[config.mk]
export PLATFORM = sky130hd
export DESIGN_NAME = led_status_pattern_generator
export DESIGN_NICKNAME = d
export VERILOG_FILES = /design/src/sv/lspg_pkg.sv /design/src/sv/led_status_pattern_generator.sv
export SDC_FILE = /design/constraint.sdc
export NUM_CORES = 1
export LEC_CHECK = 0
export BUFFER_PORTS_ARGS = -buffer_cell sky130_fd_sc_hd__buf_2
export CAP_MARGIN = 20
export CELL_PAD_IN_SITES_DETAIL_PLACEMENT = 1
export CELL_PAD_IN_SITES_GLOBAL_PLACEMENT = 2
export CORE_MARGIN = 4
export CORE_UTILIZATION = 37
export DETAILED_ROUTE_END_ITERATION = 12
export PLACE_DENSITY_LB_ADDON = 0.1
export REMOVE_ABC_BUFFERS = 1
export SLEW_MARGIN = 20
export SYNTH_ARGS = -nofsm -noshare
export SYNTH_HDL_FRONTEND = slang
export SYNTH_SLANG_ARGS = --single-unit
export TNS_END_PERCENT = 100
[constraint.sdc]
create_clock -name clk -period 4.7 [get_ports clk]
set_input_delay 0.47 -clock clk [delete_from_list [all_inputs] [get_ports clk]]
set_output_delay 0.47 -clock clk [all_outputs]
set_load 0.1 [all_outputs]
[src/sv/lspg_pkg.sv]
package lspg_pkg;

  // Status modes
  localparam logic [2:0] MODE_CONNECTING   = 3'd0;
  localparam logic [2:0] MODE_AP           = 3'd1;
  localparam logic [2:0] MODE_CONNECTED    = 3'd2;
  localparam logic [2:0] MODE_ONLINE       = 3'd3;
  localparam logic [2:0] MODE_UPDATE       = 3'd4;
  localparam logic [2:0] MODE_NOCONFIG     = 3'd5;
  localparam logic [2:0] MODE_FAILED       = 3'd6;
  localparam logic [2:0] MODE_RECONNECTING = 3'd7;

  // Configuration register indexes
  localparam logic [2:0] REG_FAST_PERIOD    = 3'd0;
  localparam logic [2:0] REG_SLOW_PERIOD    = 3'd1;
  localparam logic [2:0] REG_UPDATE_PERIOD  = 3'd2;
  localparam logic [2:0] REG_BURST_STEP     = 3'd3;
  localparam logic [2:0] REG_BURST_CYCLE    = 3'd4;
  localparam logic [2:0] REG_RECONNECT_ON   = 3'd5;
  localparam logic [2:0] REG_RECONNECT_OFF  = 3'd6;

  // Register reset values
  localparam logic [15:0] RST_FAST_PERIOD   = 16'd300;
  localparam logic [15:0] RST_SLOW_PERIOD   = 16'd1000;
  localparam logic [15:0] RST_UPDATE_PERIOD = 16'd50;
  localparam logic [15:0] RST_BURST_STEP    = 16'd200;
  localparam logic [4:0]  RST_BURST_CYCLE   = 5'd20;
  localparam logic [15:0] RST_RECONNECT_ON  = 16'd1000;
  localparam logic [15:0] RST_RECONNECT_OFF = 16'd500;

  // Toggle steps per burst: two blinks and three blinks
  localparam logic [4:0] BLINKS_TWO   = 5'd4;
  localparam logic [4:0] BLINKS_THREE = 5'd6;

  localparam logic PIN_LIT  = 1'b0;
  localparam logic PIN_DARK = 1'b1;

endpackage

[src/sv/led_status_pattern_generator.sv]
// Status LED pattern generator, active-low pin.
//
// Input channel: in_valid / in_stall carry one item (status_mode, now_ms).
// Output channel: out_valid / out_stall carry one item (led_level) for each
// input item, in order. led_level 0 lights the LED, 1 darkens it.
// Config channel: cfg_valid / cfg_ready with cfg_index and cfg_data; always
// ready. Indexes past the last register are ignored. Write only while idle.
//
// Timing: an item is registered at accept, evaluated against the pattern
// state and moves into the output register, updating that state, once
// the output register is free. Throughput: one item per cycle while the
// receiver does not stall; the state update is a single 32-bit subtract,
// a compare and a small counter step.
//
// When the receiver stalls, the output register holds and the input register
// fills; in_stall rises only while both are full and out_stall is high.
// Reset (rst, synchronous) empties both stages, loads the register defaults,
// clears time stamp, toggle flag and burst counter, and sets the pin dark.
module led_status_pattern_generator import lspg_pkg::*; (
  input  logic        clk,
  input  logic        rst,
  // input items
  input  logic        in_valid,
  output logic        in_stall,
  input  logic [2:0]  status_mode,
  input  logic [31:0] now_ms,
  // result items
  output logic        out_valid,
  input  logic        out_stall,
  output logic        led_level,
  // configuration writes
  input  logic        cfg_valid,
  output logic        cfg_ready,
  input  logic [2:0]  cfg_index,
  input  logic [15:0] cfg_data
);

  // configuration registers
  logic [15:0] fast_period_ms;
  logic [15:0] slow_period_ms;
  logic [15:0] update_period_ms;
  logic [15:0] burst_step_ms;
  logic [4:0]  burst_cycle_steps;
  logic [15:0] reconnect_on_ms;
  logic [15:0] reconnect_off_ms;

  // pattern state, shared by all modes
  logic [31:0] last_action_ms;
  logic        toggle_flag;
  logic [4:0]  burst_step;
  logic        pin_level;

  logic [31:0] last_action_ms_next;
  logic        toggle_flag_next;
  logic [4:0]  burst_step_next;
  logic        pin_level_next;

  // input register
  logic        s1_valid;
  logic [2:0]  s1_mode;
  logic [31:0] s1_now;

  logic        out_free;
  logic        advance;
  logic        in_take;

  logic [31:0] elapsed;
  logic [15:0] period;
  logic        due;
  logic [4:0]  blinks;

  assign cfg_ready = 1'b1;

  assign out_free = !out_valid || !out_stall;
  assign advance  = s1_valid && out_free;
  assign in_stall = s1_valid && !out_free;
  assign in_take  = in_valid && !in_stall;

  always_ff @(posedge clk) begin
    if (rst) begin
      fast_period_ms    <= RST_FAST_PERIOD;
      slow_period_ms    <= RST_SLOW_PERIOD;
      update_period_ms  <= RST_UPDATE_PERIOD;
      burst_step_ms     <= RST_BURST_STEP;
      burst_cycle_steps <= RST_BURST_CYCLE;
      reconnect_on_ms   <= RST_RECONNECT_ON;
      reconnect_off_ms  <= RST_RECONNECT_OFF;
    end else if (cfg_valid && cfg_ready) begin
      unique case (cfg_index)
        REG_FAST_PERIOD:   fast_period_ms    <= cfg_data;
        REG_SLOW_PERIOD:   slow_period_ms    <= cfg_data;
        REG_UPDATE_PERIOD: update_period_ms  <= cfg_data;
        REG_BURST_STEP:    burst_step_ms     <= cfg_data;
        REG_BURST_CYCLE:   burst_cycle_steps <= cfg_data[4:0];
        REG_RECONNECT_ON:  reconnect_on_ms   <= cfg_data;
        REG_RECONNECT_OFF: reconnect_off_ms  <= cfg_data;
        default: ;
      endcase
    end
  end

  // Input stage
  always_ff @(posedge clk) begin
    if (rst) begin
      s1_valid <= 1'b0;
    end else if (in_take) begin
      s1_valid <= 1'b1;
    end else if (advance) begin
      s1_valid <= 1'b0;
    end
  end

  always_ff @(posedge clk) begin
    if (in_take) begin
      s1_mode <= status_mode;
      s1_now  <= now_ms;
    end
  end

  // Elapsed time wraps modulo 2^32; every interval test is strict.
  assign elapsed = s1_now - last_action_ms;

  always_comb begin
    unique case (s1_mode)
      MODE_AP:           period = fast_period_ms;
      MODE_CONNECTED:    period = slow_period_ms;
      MODE_UPDATE:       period = update_period_ms;
      MODE_NOCONFIG,
      MODE_FAILED:       period = burst_step_ms;
      MODE_RECONNECTING: period = toggle_flag ? reconnect_on_ms : reconnect_off_ms;
      default:           period = fast_period_ms;
    endcase
  end

  assign due    = elapsed > {16'd0, period};
  assign blinks = (s1_mode == MODE_FAILED) ? BLINKS_THREE : BLINKS_TWO;

  always_comb begin
    last_action_ms_next = last_action_ms;
    toggle_flag_next    = toggle_flag;
    burst_step_next     = burst_step;
    pin_level_next      = pin_level;
    unique case (s1_mode)
      MODE_CONNECTING: pin_level_next = PIN_LIT;
      MODE_ONLINE:     pin_level_next = PIN_DARK;
      MODE_AP,
      MODE_CONNECTED,
      MODE_UPDATE: begin
        if (due) begin
          toggle_flag_next    = !toggle_flag;
          pin_level_next      = !toggle_flag;
          last_action_ms_next = s1_now;
        end
      end
      MODE_NOCONFIG,
      MODE_FAILED: begin
        if (due) begin
          // blink phase, then dark pause, then restart
          priority if (burst_step < blinks) begin
            toggle_flag_next = !toggle_flag;
            pin_level_next   = !toggle_flag;
            burst_step_next  = burst_step + 5'd1;
          end else if (burst_step < burst_cycle_steps) begin
            pin_level_next  = PIN_DARK;
            burst_step_next = burst_step + 5'd1;
          end else begin
            burst_step_next = 5'd0;
          end
          last_action_ms_next = s1_now;
        end
      end
      default: begin
        // reconnecting: lit for the on time, dark for the off time
        if (due) begin
          toggle_flag_next    = !toggle_flag;
          pin_level_next      = toggle_flag ? PIN_DARK : PIN_LIT;
          last_action_ms_next = s1_now;
        end
      end
    endcase
  end

  always_ff @(posedge clk) begin
    if (rst) begin
      last_action_ms <= 32'd0;
      toggle_flag    <= 1'b0;
      burst_step     <= 5'd0;
      pin_level      <= PIN_DARK;
    end else if (advance) begin
      last_action_ms <= last_action_ms_next;
      toggle_flag    <= toggle_flag_next;
      burst_step     <= burst_step_next;
      pin_level      <= pin_level_next;
    end
  end

  // Output register
  always_ff @(posedge clk) begin
    if (rst) begin
      out_valid <= 1'b0;
    end else if (out_free) begin
      out_valid <= s1_valid;
    end
  end

  always_ff @(posedge clk) begin
    if (advance) begin
      led_level <= pin_level_next;
    end
  end

  // The input stage is only held while it is full.
  a_stall_needs_full: assert property (@(posedge clk) disable iff (rst)
    in_stall |-> s1_valid)
    else $error("input stall without a held item");

  a_connecting_lit: assert property (@(posedge clk) disable iff (rst)
    (advance && s1_mode == MODE_CONNECTING) |=> (out_valid && led_level == PIN_LIT))
    else $error("connecting mode did not light the LED");

  a_online_dark: assert property (@(posedge clk) disable iff (rst)
    (advance && s1_mode == MODE_ONLINE) |=> (out_valid && led_level == PIN_DARK))
    else $error("online mode did not darken the LED");

  a_state_holds: assert property (@(posedge clk) disable iff (rst)
    !advance |=> ($stable(last_action_ms) && $stable(burst_step) && $stable(toggle_flag)))
    else $error("pattern state changed without an item");

  a_result_matches_pin: assert property (@(posedge clk) disable iff (rst)
    advance |=> (led_level == pin_level))
    else $error("result differs from pin state");

endmodule
==> impl_metrics.toml <==
[final_layout]
drive_above_1_share_pct = 12.1
area_growth_pct = 14.4
final_util_pct = 43.2
final_nets = 1370
n_antenna_cell = 0
instances_no_fill = 1606

[critical_path]
required_ns = 5.03
path_class = "reg -> reg"
end_kind = "register"
reg2reg_slack_ns = 0.24
cp_max_fo = 16
cp.arrival_ns = 4.79
start_kind = "register"

[die]
core_area_um2 = 26200
die_h_um = 172
row_count = 59
dieArea_um2 = 29500
start_util_pct = 37.8
io-pin-count = 63
die_x_um = 172

[logic_synthesis]
async_flop_share_pct = 0
yosysWarningCount = 0
yosysTopAreaCell = "dfxtp_1"
yosys-top-cells-area = "dfxtp_1, edfxtp_1, nand2_1"
ys_ff_latch = 178
synth_edf_count = 36
seq_area_frac_synth_pct = 39.6
syn_avg_cell_area_um2 = 8.13
synth.distinct_cells = 71
synth_top_area_share_pct = 28.7
ys.flop_type = "dfxtp_1"
syn-cell-area_um2 = 9910
synth_cells = 1219

[pwr]
power_leakage_nw = 4.23
ir_drop_mv = 0.244
powerDensity_nw_per_um2 = 345

[grt]
grt_use_met3_pct = 3.08
grt_max_degree = 102
grt_pass1_wl_um = 47700
met1_usage_pct = 27.4
met2_usage_pct = 34.5
grt_busiest_layer = "met2"
grt_pass1_vias = 8783
antenna_found_initial = 0
grt_usage_pct = 20.2
grt.overflow.total = 0

[sta]
worst_pin_slew_ns = 0.920
fin_skew_ns = 0.0165
hold_viol_final = 0
fin_crit_sh_pct = 95.0
slew_viol_final = 0
rsz0062_at_grt = "no"
finalCriticalPeriod_ns = 4.46
fmax_ghz = 0.224
relSlewSlack_pct = 38.7
setup_viol = 0

[hold_path]
hold_class = "in -> reg"

[clock_network]
clkSinkCount = 178
cts_buffers = 17
cts-root-buf = "clkbuf_16"
clockBufferDepth = 2
ctsHoldBuffers = 0
clk_latency_ns = 0.44
h-tree-depth = 4
cts_tree = "built"
clkSlewWorstSetupHoldPaths_ns = 0.08

[detailed_routing]
drc_errors = 0
firstDrtPassIters = 5
antenna_left = 0
routed-via-count = 8559
routedWlPerCell_um = 18.5
drtIter0Drc = 354
vias_per_cell = 5.33
routed_wl_um = 29700

[run_status]
status = "completed"

[placed_design]
dp_cells = 1568
port_buffers = 61
post-dp-hpwl_um = 20500
gp_congestion = 0.802

[run]
cap_viol_max_count = 0
cell usage after synthesis, types with 4 or more instances:
cell / instances
nand2_1: 272
a21oi_1: 157
dfxtp_1: 142
o21ai_0: 78
nand2b_1: 73
mux2i_1: 53
ha_1: 52
clkbuf_1: 50
inv_1: 44
nor2_1: 40
edfxtp_1: 36
nand3b_1: 28
nand4_1: 14
nor2b_1: 14
nor3_1: 11
xnor2_1: 11
nand3_1: 10
o21a_1: 8
buf_2: 7
or3_1: 7
o211ai_1: 6
o21ai_1: 6
o21bai_1: 6
xor2_1: 6
a211oi_1: 5
a21o_1: 5
and3_1: 4
o31ai_1: 4
cells by family (layout without fill, tap and decap cells):
logic type,count (synthesis),after routing,share of synthesized area (%)
and+or+nand+nor,495,495,24.0
buffers and inverters,111,163,4.60
DFF,178,178,39.6
AOI/OAI and AO/OA,308,308,17.8
other,1,1,0.0378
adders and majority gates,53,53,6.77
xor gates and xnor gates,17,17,1.50
muxes,56,56,5.70
cell usage in the layout, fill, tap and decap left out, types with 4 or more instances in the layout:
| cell | Yosys | routed |
|---|---|---|
| nand2_1 | 272 | 272 |
| clkbuf_16 | 0 | 19 |
| nor2b_1 | 14 | 13 |
| a21oi_1 | 157 | 155 |
| nand3b_1 | 28 | 28 |
| xnor2_1 | 11 | 11 |
| xor2_1 | 6 | 6 |
| a21o_1 | 5 | 5 |
| o21ai_0 | 78 | 76 |
| o21bai_1 | 6 | 6 |
| a211oi_1 | 5 | 5 |
| inv_1 | 44 | 44 |
| buf_2 | 7 | 60 |
| nand2b_1 | 73 | 72 |
| ha_1 | 52 | 48 |
| o211ai_1 | 6 | 6 |
| dfxtp_1 | 142 | 142 |
| o21ai_1 | 6 | 8 |
| clkinv_8 | 0 | 4 |
| nand4_1 | 14 | 14 |
| buf_4 | 1 | 20 |
| and3_1 | 4 | 4 |
| nor3_1 | 11 | 10 |
| o31ai_1 | 4 | 4 |
| nor2_1 | 40 | 38 |
| mux2i_1 | 53 | 52 |
| edfxtp_1 | 36 | 36 |
| a21oi_2 | 3 | 4 |
| nand3_1 | 10 | 10 |
| or3_1 | 7 | 7 |
| o21a_1 | 8 | 8 |
worst max-delay path: stages, from the launching register on:
cell and delay [ns]:
edfxtp_1 0.36, inv_1 0.05, ha_1 0.21, fa_2 0.36, nand2b_4 0.16, a21oi_4 0.20
nor2_1 0.11, o21ai_1 0.21, xor2_1 0.11, ha_1 0.30, nand4_1 0.10, or4_4 0.56
nor2_2 0.11, or3_1 0.11, o221ai_1 0.10, a21oi_1 0.15, nand4b_1 0.19, nor4_4 0.26
buf_6 0.17, nor3_4 0.05, buf_12 0.15, clkbuf_16 0.20, mux2i_1 0.13
worst paths after layout:
check / start / endpoint / cells after the start
setup / recovery: s1_now[0] / last_action_ms[25] / 22
hold / removal: now_ms[29] / s1_now[29] / 1
setup reg to reg: s1_now[0] / last_action_ms[25] / 22
hold reg to reg: slow_period_ms[13] / slow_period_ms[13] / 2
timing repair:
item,4_1_cts,5_1_grt
gates cloned,0,2
gates resized for setup,0,20
endpoints found under the setup margin,1,40
pin swaps,1,4
buffers inserted,1,2
sequential cells by signal, summed over array words and instances, names as in the netlist:
register and count:
last_action_ms 32, s1_now 32, burst_step_ms 16, fast_period_ms 16
reconnect_off_ms 16, reconnect_on_ms 16, slow_period_ms 16, update_period_ms 16
burst_cycle_steps 5, burst_step 5, s1_mode 3, led_level 1
out_valid 1, pin_level 1, s1_valid 1, toggle_flag 1
routing by layer:
layer	up-vias	part of all wire [%]
li1	4287	-
met1	4180	49
met2	79	48
met3	13	2.3
met4	0	0.84
met5	-	0
metrics by stage:
step / instance area [µm²] / hold WS, ns / setup TNS, ns / setup WS [ns] / power (mW)
after CTS: 11100 / 0.184 / 0 / 0.0328 / 3.94
after floorplan: 9620 / 0.427 / -8.07 / -0.252 / 2.14
final: 11300 / 0.204 / 0 / 0.236 / 3.91
after global routing: 11300 / 0.177 / 0 / 0.00753 / 4.12
after detailed placement: 10500 / 0.444 / 0 / 0.0163 / 2.38
after global placement: 10500 / 0.439 / 0 / 0.247 / 2.37
power breakdown:
group | total, mW | switching (mW) | internal (mW)
registers | 1.65 | 0.0343 | 1.62
logic | 0.728 | 0.447 | 0.281
clock network | 1.53 | 0.750 | 0.781
final cells by class:
class	instances	area [µm²]
well taps	335	419
fillers	3132	14900
clock buffers	17	425
clock inverters	15	205
flip-flops and latches	178	3920
multi-input cells	930	5620
inverters	45	169
repair buffers	86	572
Note: power is estimated with default switching activity, not from simulation.
